**src/hdl/swt_pkg.sv**
```systemverilog
`default_nettype none

package swt_pkg;

  localparam int unsigned QDepth   = 4;
  localparam int unsigned QPtrW    = $clog2(QDepth);
  localparam int unsigned MaxRes   = 3;
  localparam int unsigned ResCntW  = $clog2(MaxRes + 1);

  localparam logic [7:0] ChTab     = 8'd9;
  localparam logic [7:0] ChLf      = 8'd10;
  localparam logic [7:0] ChCr      = 8'd13;
  localparam logic [7:0] ChSpace   = 8'd32;
  localparam logic [7:0] ChDquote  = 8'd34;
  localparam logic [7:0] ChSquote  = 8'd39;
  localparam logic [7:0] ChBslash  = 8'd92;
  localparam logic [7:0] ChHighAsc = 8'd127;
  localparam logic [7:0] ChLt      = 8'd60;
  localparam logic [7:0] ChEq      = 8'd61;
  localparam logic [7:0] ChGt      = 8'd62;
  localparam logic [7:0] ChBang    = 8'd33;

  typedef enum logic [1:0] {
    KIND_CHAR   = 2'd0,
    KIND_TOKEND = 2'd1,
    KIND_EOT    = 2'd2
  } kind_e;

  typedef struct packed {
    kind_e      kind;
    logic [7:0] ch;
    logic       lit;
  } res_t;

  // All results caused by one accepted byte, in emission order from index 0.
  typedef struct packed {
    logic [ResCntW-1:0]   cnt;
    res_t [MaxRes-1:0]    res;
  } bundle_t;

endpackage

`default_nettype wire

```
**src/hdl/swt_fifo.sv**
```systemverilog
`default_nettype none

module swt_fifo (
  input  wire logic              clk_i,
  input  wire logic              rst_ni,
  input  wire logic              push_i,
  input  wire swt_pkg::bundle_t  data_i,
  output logic                   full_o,
  output logic                   valid_o,
  input  wire logic              pop_i,
  output swt_pkg::bundle_t       data_o
);
  import swt_pkg::*;

  bundle_t           mem_q [QDepth];
  logic [QPtrW-1:0]  wr_ptr_q, rd_ptr_q;
  logic [QPtrW:0]    cnt_q;
  logic              do_push, do_pop;

  assign full_o  = (cnt_q == (QPtrW+1)'(QDepth));
  assign valid_o = (cnt_q != '0);
  assign data_o  = mem_q[rd_ptr_q];
  assign do_push = push_i && !full_o;
  assign do_pop  = pop_i && valid_o;

  always_ff @(posedge clk_i) begin
    if (do_push) begin
      mem_q[wr_ptr_q] <= data_i;
    end
  end

  always_ff @(posedge clk_i or negedge rst_ni) begin
    if (!rst_ni) begin
      wr_ptr_q <= '0;
      rd_ptr_q <= '0;
      cnt_q    <= '0;
    end else begin
      if (do_push) begin
        wr_ptr_q <= wr_ptr_q + QPtrW'(1);
      end
      if (do_pop) begin
        rd_ptr_q <= rd_ptr_q + QPtrW'(1);
      end
      if (do_push && !do_pop) begin
        cnt_q <= cnt_q + (QPtrW+1)'(1);
      end else if (do_pop && !do_push) begin
        cnt_q <= cnt_q - (QPtrW+1)'(1);
      end
    end
  end

endmodule

`default_nettype wire

```
**config.mk**
```make
export PLATFORM = sky130hd
export DESIGN_NAME = swt_fifo
export DESIGN_NICKNAME = d
export VERILOG_FILES = /design/src/hdl/swt_pkg.sv /design/src/hdl/swt_fifo.sv
export SDC_FILE = /design/constraint.sdc
export NUM_CORES = 1
export LEC_CHECK = 0
export ABC_AREA = 1
export BUFFER_PORTS_ARGS = -buffer_cell sky130_fd_sc_hd__buf_4
export CAP_MARGIN = 30
export CELL_PAD_IN_SITES_DETAIL_PLACEMENT = 1
export CELL_PAD_IN_SITES_GLOBAL_PLACEMENT = 2
export CORE_MARGIN = 8
export CORE_UTILIZATION = 31
export DETAILED_ROUTE_END_ITERATION = 8
export HOLD_SLACK_MARGIN = 0.02
export PLACE_DENSITY = 0.64
export RECOVER_POWER = 50
export SYNTH_ARGS = -nofsm -noshare
export SYNTH_HDL_FRONTEND = slang
export SYNTH_SLANG_ARGS = --single-unit
```
**constraint.sdc**
```tcl
create_clock -name clk_i -period 4.6 [get_ports clk_i]
set_input_delay 0.92 -clock clk_i [delete_from_list [all_inputs] [get_ports clk_i]]
set_output_delay 0.92 -clock clk_i [all_outputs]
set_load 0.005 [all_outputs]
```
==> impl_metrics.ini <==
[status]
status = complete, no violations

[yosys]
syn-cell-area_um2 = 6310
ys_seq_elements = 147
synth.avg_cell_area_um2 = 13.48
yosysUniqueCellTypes = 18
syn_nets = 513
synth.largest_area_cell = edfxtp_1
synth-seq-area-share = 0.6940
ys_warn_count = 0
netlist_top_cells_area = edfxtp_1 67%, o211ai_2 12%, nand2_1 7.3%
synth_top_area_frac = 0.6663
synth_cells = 468

[floorplanning]
die_w_um = 158.7
initial_utilization = 0.3139
pin_count = 76
dieHeight_um = 158.7
fp.coreArea_um2 = 20100
die-area_um2 = 25180
rows = 52

[timing]
fin_setup_tns_ns = 0
max_slew.worst_pin.slew_ns = 1.426
period_share = 0.6766
period_needed_ns = 3.113
skew_ns = 0.007169
max_freq_mhz = 321.3
slew_headroom = 0.04560
timing.final.ws_setup_ns = 1.487
rsz0062_at_grt = false
finalHoldViolCount = 0
setup-violations-final = 0
slew_violations = 0

[setup_path]
crit_path_end_kind = output port
crit_path_max_fanout = 112
start_kind = flip-flop
worstSetupStartpoint = rd_ptr_q[0]
required_ns = 3.68
reg2reg_slack_ns = 1.68
r2r-start = cnt_q[0]
worstPathArrival_ns = 2.19
critPathKind = flip-flop to output port

[layout]
stdcell_area_um2 = 7595
seq_area_um2 = 4380
finalNetCount = 593
layout_commonest_cell = edfxtp_1
drive_above_1_share = 0.2540
num_antenna_cells = 0
multi_input_area_um2 = 1458
n_fill_cell = 2109
fin_util = 0.3778
final_cell_mix = 140 x edfxtp_1, 123 x nand2_1, 83 x inv_1
syn_to_final_growth_pct = 20.36

[clocking]
clkLatencyLatePin_ns = 0.41
cts_inserted_buffers = 17
tritoncts = done
cts-root-buf = clkbuf_16
cts_hold_buf = 0
clock_path_buffers = 2
post_cts_resized = 0
clock_sinks = 147
htree_levels = 4
path_clk_slew_ns = 0.06
post_cts_buffers = 0

[detailed_routing]
wl_per_cell_um = 16.27
drc = 0
totalWireLength_um = 13490
drtIter0Drc = 160
vias_per_cell = 4.382
first_pass_iters = 4
ant_nets = 0
dr_total_vias = 3633

[pwr]
p_leak_nw = 3.045
p_per_area_nw_per_um2 = 654.6
p_total_w = 0.004971
peakVddDrop_uv = 363.1

[job]
maxCapViolations = 0

[placement]
hpwlAfterDp_um = 8632
post_dp_cell_area_um2 = 7167
dp_slack_ns = 1.831
portBuffers = 75
gp_congestion = 0.6965

[global_route]
overflow = 0
top_usage_layer = met2
grt_pass1_wl_um = 21330
grt_start_max_net_pins = 113
first_global_vias = 4018
grt_util_met1 = 0.1289
grt.met2_usage = 0.1985
met3_usage = 0.03610
grt_usage = 0.1145
antenna_found_initial = 0

[worst_hold_path]
hp-class = input port to asynchronous set/reset pin
[metrics by stage]
step	hold slack [ns]	instances
floorplan	0.4628	468
global placement	0.4845	797
detailed placement	0.4910	799
CTS	0.2923	829
global route	0.4371	829
finish	0.4144	829
[registers in the layout, summed over array words and instances (netlist names)]
name	count
mem_q	140
cnt_q	3
rd_ptr_q	2
wr_ptr_q	2
[final cells by class]
cell class | instances | share of cell area
multi-input combinational | 213 | 0.1919
timing repair buffer | 83 | 0.06853
clock inverter | 12 | 0.01862
inverter | 86 | 0.04316
clock buffer | 18 | 0.05651
sequential | 147 | 0.5768
tap | 270 | 0.04448
[metal layers]
layer  up-vias  wire [um]
met4         0        204
li1       1765          -
met5         -          0
met3        19        782
met2        70       6809
met1      1779       5694
[power by group]
group          total (W)  internal, W  switching (W)
combinational    0.00177     0.000697        0.00107
clock            0.00134     0.000839       0.000504
sequential       0.00186      0.00177      0.0000923
[cells in the mapped netlist]
| cell type | number |
|---|---|
| nand2_1 | 123 |
| buf_6 | 9 |
| o21ai_0 | 1 |
| inv_2 | 4 |
| fa_1 | 1 |
| o211ai_2 | 59 |
| buf_4 | 4 |
| nand4_1 | 1 |
| nor2_1 | 4 |
| ha_1 | 5 |
| xnor2_1 | 1 |
| edfxtp_1 | 140 |
| o211ai_1 | 11 |
| buf_2 | 6 |
| nand3_1 | 7 |
| clkbuf_1 | 3 |
| dfrtp_1 | 7 |
| inv_1 | 82 |
[path summary, 6_finish.rpt]
check,depth (start not counted),end
worst max-delay path,7,data_o[1]
worst min-delay path,1,wr_ptr_q[1]
worst max register to register,5,mem_q[0][23]
worst min register to register,2,cnt_q[2]
max in group asynchronous,1,rd_ptr_q[1]
min in group clk_i,2,cnt_q[2]
[cells by family (layout without fill, tap and decap cells)]
logic type                 count (synthesis)  after routing  share of synthesized area
DFF                                      147            147                     0.6940
and+or+nand+nor                          135            135                    0.08209
buffers and inverters                    108            199                    0.07853
AOI/OAI and AO/OA                         71             71                     0.1309
adders and majority gates                  6              6                    0.01309
xor gates and xnor gates                   1              1                   0.001388
[worst max-delay path, stage by stage (launching register included)]
cell      delay [ns]
dfrtp_1         0.43
inv_6           0.19
buf_16          0.45
buf_4           0.32
nand2_1         0.09
o211ai_2        0.06
nand2_1         0.07
buf_4           0.13
No activity file was read; power rests on OpenSTA's default activity.
