<file path="src/hdl/swt_pkg.sv">
`default_nettype none

package swt_pkg;

  localparam int unsigned QDepth   = 4;
  localparam int unsigned QPtrW    = $clog2(QDepth);
  localparam int unsigned MaxRes   = 3;
  localparam int unsigned ResCntW  = $clog2(MaxRes + 1);

  localparam logic [7:0] ChTab     = 8'd9;
  localparam logic [7:0] ChLf      = 8'd10;
  localparam logic [7:0] ChCr      = 8'd13;
  localparam logic [7:0] ChSpace   = 8'd32;
  localparam logic [7:0] ChDquote  = 8'd34;
  localparam logic [7:0] ChSquote  = 8'd39;
  localparam logic [7:0] ChBslash  = 8'd92;
  localparam logic [7:0] ChHighAsc = 8'd127;
  localparam logic [7:0] ChLt      = 8'd60;
  localparam logic [7:0] ChEq      = 8'd61;
  localparam logic [7:0] ChGt      = 8'd62;
  localparam logic [7:0] ChBang    = 8'd33;

  typedef enum logic [1:0] {
    KIND_CHAR   = 2'd0,
    KIND_TOKEND = 2'd1,
    KIND_EOT    = 2'd2
  } kind_e;

  typedef struct packed {
    kind_e      kind;
    logic [7:0] ch;
    logic       lit;
  } res_t;

  // All results caused by one accepted byte, in emission order from index 0.
  typedef struct packed {
    logic [ResCntW-1:0]   cnt;
    res_t [MaxRes-1:0]    res;
  } bundle_t;

endpackage

`default_nettype wire

</file>
<file path="src/hdl/swt_back.sv">
`default_nettype none

module swt_back (
  input  wire logic              clk_i,
  input  wire logic              rst_ni,
  input  wire logic              q_valid_i,
  input  wire swt_pkg::bundle_t  q_data_i,
  output logic                   q_pop_o,
  output logic                   out_valid_o,
  input  wire logic              out_stall_i,
  output logic [1:0]             kind_o,
  output logic [7:0]             out_char_o,
  output logic                   quoted_o,
  output logic                   last_o
);
  import swt_pkg::*;

  bundle_t            cur_q;
  logic [1:0]         idx_q;
  logic [ResCntW-1:0] rem_q;
  logic               out_vld_q;
  res_t               out_q;
  logic               last_q;
  logic               slot_free;

  assign slot_free = !out_vld_q || !out_stall_i;
  assign q_pop_o   = slot_free && (rem_q == '0) && q_valid_i;

  always_ff @(posedge clk_i or negedge rst_ni) begin
    if (!rst_ni) begin
      out_vld_q <= 1'b0;
      rem_q     <= '0;
      idx_q     <= '0;
    end else if (slot_free) begin
      if (rem_q != '0) begin
        out_vld_q <= 1'b1;
        idx_q     <= idx_q + 2'd1;
        rem_q     <= rem_q - ResCntW'(1);
      end else if (q_valid_i) begin
        out_vld_q <= 1'b1;
        idx_q     <= 2'd1;
        rem_q     <= q_data_i.cnt - ResCntW'(1);
      end else begin
        out_vld_q <= 1'b0;
      end
    end
  end

  always_ff @(posedge clk_i) begin
    if (slot_free) begin
      if (rem_q != '0) begin
        out_q  <= cur_q.res[idx_q];
        last_q <= (rem_q == ResCntW'(1));
      end else if (q_valid_i) begin
        cur_q  <= q_data_i;
        out_q  <= q_data_i.res[0];
        last_q <= (q_data_i.cnt == ResCntW'(1));
      end
    end
  end

  assign out_valid_o = out_vld_q;
  assign kind_o      = out_q.kind;
  assign out_char_o  = out_q.ch;
  assign quoted_o    = out_q.lit;
  assign last_o      = last_q;

endmodule

`default_nettype wire

</file>
<file path="config.mk">
export PLATFORM = sky130hd
export DESIGN_NAME = swt_back
export DESIGN_NICKNAME = d
export VERILOG_FILES = /design/src/hdl/swt_pkg.sv /design/src/hdl/swt_back.sv
export SDC_FILE = /design/constraint.sdc
export NUM_CORES = 1
export LEC_CHECK = 0
export BUFFER_PORTS_ARGS = -buffer_cell sky130_fd_sc_hd__buf_4
export CAP_MARGIN = 20
export CORE_MARGIN = 4
export CORE_UTILIZATION = 50
export CTS_CLUSTER_SIZE = 28
export DETAILED_ROUTE_END_ITERATION = 12
export PLACE_DENSITY = 0.79
export SYNTH_ARGS = -nofsm -noshare
export SYNTH_HDL_FRONTEND = slang
export SYNTH_SLANG_ARGS = --single-unit
</file>
<file path="constraint.sdc">
create_clock -name clk_i -period 2.8 [get_ports clk_i]
set_input_delay 0.14 -clock clk_i [delete_from_list [all_inputs] [get_ports clk_i]]
set_output_delay 0.14 -clock clk_i [all_outputs]
set_load 0.1 [all_outputs]
</file>
==> metrics, run 1 <==
Synth area leaders=edfxtp_1 68%, dfrtp_1 6.3%, a21oi_1 5.8%; Final min period=~2.0 ns; number of synthesized flops with an enable pin=45; largest net degree at the start of global routing=21; Post-route DRC=0; # H-tree levels=2; Fin. Hold Viols=0; CTS Buf Count=5; layout cell share with drive strength beyond 1=between 30 and 40%; global-route wire length before repair=approximately 6500 um; Root Driver=clkbuf_8; FMAX=508 MHz; Iteration-0 DRC Markers=123; Die W=slightly above 70 um; CP Launch Type=flop; crit path max fanout=20; vias=1,293; syn_nets=between 150 and 200; Slew @ Worst Pin=0.782 ns; asr flop ratio synth=around a tenth; dominant synthesized flop cell=edfxtp_1; post-CTS setup buffer count=0; Req. time, crit path=~2.8 ns; IO Port Bufs=52; Avg Inst Size Synth=about 15 um2; met2 routed WL=2100 um; fin crit share=between 70% and 80%; Die Ht=a little over 70 um; Peak supply drop=roughly 0.6 mV; post-synthesis sequential area ratio=73.8%; HP Class=input port to flop; routed length on met1=~1600 um; Post-Synthesis Cells=approximately 140; Setup TNS=0 ns; Cell Rows=22; Synth top cells by count=45 x edfxtp_1, 23 x a21oi_1, 13 x nor2_1; Max stage delay on crit path=0.64 ns; post-synthesis instance area=roughly 2000 um2; I/O Pins=53; GRT Residual Overflow=0; hold_ws=roughly 0.013 ns; Pwr Total=3.10 mW; outcome=completed; CTS resizes=0; fin cells=roughly 240; max cap viols=0; Top Metal Used=met4; WL final=around 4000 um; RSZ-0062 raised after global routing=false; Yosys cell types=24; antenna violations before repair=0; CTS tree=yes; number of global-route vias before repair=1,379; yosys warns=0; Worst setup EP type=flop; kind of critical path=flop to flop; CTS clk-pin slew, worst paths=0.09 ns; Seq cells post-synth=50; later-pin clock latency in the skew report=0.30 ns; Initial Util=53.1%; Core Footprint=around 3800 um2; drt wl/cell=approximately 17 um; slowest library cell on the worst path=and3_1; Clock Path Buffers=2; Die Area=5080 um2; count leader, synth=edfxtp_1; setup ws final=0.832 ns; DP HPWL=~2900 um; Max Transition Viols Final=0; CTS sink cnt=50; Hold Path Depth=1; Register-to-Register Path Depth=4; area grow syn2layout=26.7%; PwrDens=~1200 nW/um2; CP arrival=approximately 2.0 ns; Initial DRT Pass Iterations=4; Post-Place Worst Slack=approximately 0.9 ns; Rel. slew slack=roughly 48%; dpl cells=234; Final ANT Viol Nets=0; cell taking the most area after synthesis=edfxtp_1; Total GRT Usage=between 10% and 20%; NumNets Final=235; Leak=~1.0 nW; Synth top area share=between 60% and 70%; GPL Wtd Cong=0.743; Ant. Diodes=0; Setup Skew=approximately 0.0094 ns; via/cell ratio=5.32; Final setup violation count=0; metal3 WL=between 200 and 300 um; worst-path cell chain=nor2_1 -> buf_4 -> and3_1 -> buf_12
-- sequential cells by signal (all words and copies together) (netlist names) --
register,count
rem_q,2
out_valid_o,1
last_o,1
out_char_o,8
quoted_o,1
kind_o,2
cur_q,33
idx_q,2
-- power by group --
group | switching [mW] | internal, mW
clock network | 0.221 | 0.168
registers | 0.127 | 1.09
logic | 1.10 | 0.397
-- worst max-delay path, delay by kind of cell (launching register included) --
kind | cells | cell delay [ns]
buffers and inverters | 2 | 0.45
DFF | 1 | 0.45
and+or+nand+nor | 2 | 0.77
-- through the flow --
step	area, um2	utilization, %
final	2540	67.3
after global routing	2540	67.3
after CTS	2530	67.0
after detailed placement	2440	64.6
after global placement	2440	64.6
after floorplan	2000	-
-- kinds of logic (layout without fill, tap and decap cells) --
kind of cell	after synthesis	count (layout)	synth area share, %
AO/OA/AOI/OAI	32	32	8.50
adder cells (fa/ha/maj)	1	1	0.625
buffers and inverters	8	66	2.87
flip-flops	50	50	73.8
multiplexers	11	11	5.50
AND/OR/NAND/NOR	35	35	8.75
-- area by class of cell --
class | count | area (um2)
clock buffer | 5 | 68.8
sequential | 50 | 1480
clock inverter | 2 | 10.0
tap | 48 | 60.1
inverter | 2 | 7.51
multi-input combinational | 79 | 468
timing repair buffer | 57 | 445
fill | 288 | 1230
-- placed cells by master (no fill, tap or decap) --
| master | count |
|---|---|
| or2_2 | 5 |
| nand2_1 | 4 |
| ha_1 | 1 |
| dlygate4sd3_1 | 2 |
| o21ai_0 | 6 |
| and3_1 | 2 |
| o221ai_1 | 1 |
| nor2_1 | 13 |
| o21a_1 | 1 |
| a21oi_1 | 23 |
| or3_1 | 1 |
| edfxtp_1 | 45 |
| nand3_1 | 1 |
| clkinv_2 | 2 |
| and2_1 | 1 |
| dfrtp_1 | 5 |
| or2_0 | 5 |
| o2bb2ai_1 | 1 |
| inv_1 | 2 |
| or2_1 | 1 |
| buf_12 | 1 |
| buf_4 | 54 |
| mux2i_1 | 11 |
| nor2b_1 | 2 |
| clkbuf_8 | 5 |
-- per-layer routing --
| metal | up-vias | global-route usage [%] |
|---|---|---|
| li1 | 618 | - |
| met1 | 620 | 20.0 |
| met2 | 50 | 29.4 |
| met3 | 5 | 3.09 |
| met4 | 0 | 5.85 |
| met5 | - | 0 |
-- worst paths after layout --
check                                   from         to  slack [ns]
worst max-delay path                rem_q[1]  cur_q[22]        0.83
worst min-delay path            q_data_i[12]  cur_q[12]        0.01
worst max register to register      rem_q[1]  cur_q[22]        0.83
worst min register to register      rem_q[0]   rem_q[0]        0.59
max in group asynchronous             rst_ni   idx_q[0]        2.52
min in group asynchronous             rst_ni   rem_q[1]        0.18
-- what timing repair did --
item	CTS	global route
endpoints found under the hold margin	5	1
hold buffers	1	1
endpoints found under the setup margin	0	0
(Power assumes the default switching activity.)
==> inputs of run 2 (changes only) <==
==> constraint.sdc (replaced) <==
create_clock -name clk_i -period 1.83 [get_ports clk_i]
set_input_delay 0.0915 -clock clk_i [delete_from_list [all_inputs] [get_ports clk_i]]
set_output_delay 0.0915 -clock clk_i [all_outputs]
set_load 0.1 [all_outputs]
==> run 2 against run 1 <==
  * Setup slack got worse by 0.69 ns
  * Cell area up 15%
  * Non-clock buffer count grew 36
  * Die area is the same
  * Core utilization up 10 points
  * Combinational power is 62% higher
  * Sequential power is 50% higher
  * Routed wire length is 8.4% higher
  * Critical endpoint is now q_pop_o
  * Register-to-register slack worse by 0.62 ns
  * Hold slack gained 0.012 ns
  * Sequential share of layout area decreased by 7.5 points
==> metrics, run 2 (synthesis gave the netlist of run 1 again) <==
Iteration-0 DRC Markers=59 (-52%); Initial Util=53.1% (unchanged); outcome=completed; Total GRT Usage=18.7% (+2.2 points); antenna violations before repair=0 (unchanged); Peak supply drop=0.920 mV (+49%); HP Class=input port to flop; fillers=233 (-19%); Die Ht=71.3 um (unchanged); CTS clk-pin slew, worst paths=0.09 ns (about the same); later-pin clock latency in the skew report=0.31 ns (about the same); CP arrival=1.60 ns (-0.38 ns); layout cell share with drive strength beyond 1=31.5% (-2.9 points); number of global-route vias before repair=1,535 (+11%); GRT Residual Overflow=0 (unchanged); Cell Rows=22 (unchanged); Post-Place Worst Slack=0.249 ns (-0.626 ns); Ant. Diodes=0 (unchanged); CTS Buf Count=5 (unchanged); GPL Wtd Cong=0.966 (+30%); fin crit share=92.4%; Final setup violation count=0 (unchanged); Post-route DRC=0 (unchanged); Slew @ Worst Pin=0.501 ns (-0.282 ns); Initial DRT Pass Iterations=4 (unchanged); max reg flops=33 (unchanged); Max Transition Viols Final=0 (unchanged); dpl cells=238 (+1.7%); kind of critical path=flop to output pin; most frequent cells in the layout=59 x buf_4, 45 x edfxtp_1, 34 x dlygate4sd3_1; NumNets Final=271 (+15%); max cap viols=0 (unchanged); Rel. slew slack=66.6% (+19 points); met2 GRT Util=32.4% (+3.1 points); Clock Path Buffers=2 (unchanged); DP HPWL=2730 um (-5.8%); number of hold buffers added after cts=34 (+33); CTS resizes=0 (unchanged); Setup Skew=0.0182 ns (+0.00872 ns); drt wl/cell=15.6 um (-6.0%); Top reg by flops=cur_q; Req. time, crit path=1.74 ns (-1.07 ns); Core Footprint=3770 um2 (unchanged); most common cell after layout, fill and taps aside=buf_4; Die W=71.3 um (unchanged); Top Usage Layer GRT=met2; global-route wire length before repair=7140 um (+10%); GR met3 Demand/Resource=7.29% (+4.2 points); FMAX=592 MHz; Final ANT Viol Nets=0 (unchanged); area grow syn2layout=45.5%; WL final=4370 um (+8.4%); via/cell ratio=5.04 (-5.2%); fin cells=280 (+15%); RSZ-0062 raised after global routing=false; Fin. Hold Viols=0 (unchanged); Final min period=approximately 1.7 ns; PwrDens=1720 nW/um2 (+41%); Root Driver=clkbuf_8; Worst setup EP type=output pin; setup ws final=0.140 ns (-0.692 ns); M1 GR Usage=21.0% (+1.0 points); largest net degree at the start of global routing=34 (+62%); Leak=1.18 nW (+16%); Setup TNS=0 ns (unchanged); vias=1,412 (+9.2%); post-CTS setup buffer count=0 (unchanged); CTS tree=yes; IO Port Bufs=52 (unchanged); I/O Pins=53 (unchanged); CP Launch Type=flop; dpl cell area=2460 um2 (+0.98%); crit path max fanout=13 (-35%); post-route cell area=2910 um2 (+15%); CTS sink cnt=50 (unchanged); # H-tree levels=2 (unchanged); Die Area=5080 um2 (unchanged)
==> run 2: cell types whose count changed in the layout (fill, tap and decap cells not counted), moves of 2 or more <==
cell,previous run,this run
and3_1,2,0
buf_4,54,59
clkinv_2,2,0
dlygate4sd3_1,2,34
==> run 2: where the power goes <==
group	leakage [nW]	switching, mW	internal, mW	total [mW]
Combinational	0.643	1.72	0.698	2.42
Sequential	0.481	0.155	1.67	1.83
Clock	0.0562	0.356	0.408	0.764
Total	1.18	2.24	2.78	5.01
==> run 2: through the flow <==
stage	utilization, %	hold WS, ns	total power [mW]
2_1_floorplan	-	-0.204	3.68
3_3_place_gp	65.3	-0.106	4.17
3_5_place_dp	65.3	-0.103	4.22
4_1_cts	77.2	0.0160	5.03
5_1_grt	77.2	0.0251	5.26
6_report	77.2	0.0258	5.01
==> run 2: area by class of cell <==
cell class              count  area, um2  share of cell area (%)
inverters                   2       7.51                   0.258
repair buffers             93        783                    26.9
clock buffers               5       68.8                    2.36
flip-flops and latches     50       1480                    50.7
clock inverters             3       42.5                    1.46
well taps                  48       60.1                    2.06
multi-input cells          79        474                    16.3
==> run 2: worst max-delay path: stages, from the launching register on <==
cell and delay (ns):
dfrtp_1 0.44, nor2_1 0.17, buf_4 0.22, and3_2 0.19, buf_4 0.28
==> run 2: routing by layer <==
metal / up-vias / share of wire (%)
met5: - / 0
met4: 0 / 1.7
met3: 8 / 7.0
met2: 54 / 51
met1: 662 / 40
li1: 688 / -
==> run 2: path summary, 6_finish.rpt <==
| path | startpoint | end | slack, ns | depth (start not counted) |
|---|---|---|---|---|
| worst max-delay path | rem_q[1] | q_pop_o | 0.14 | 4 |
| worst min-delay path | q_valid_i | out_valid_o | 0.03 | 2 |
| worst max register to register | rem_q[1] | out_char_o[1] | 0.21 | 3 |
| worst min register to register | rem_q[0] | rem_q[0] | 0.59 | 2 |
| max in group asynchronous | rst_ni | idx_q[0] | 1.59 | 2 |
| min in group asynchronous | rst_ni | rem_q[0] | 0.13 | 2 |
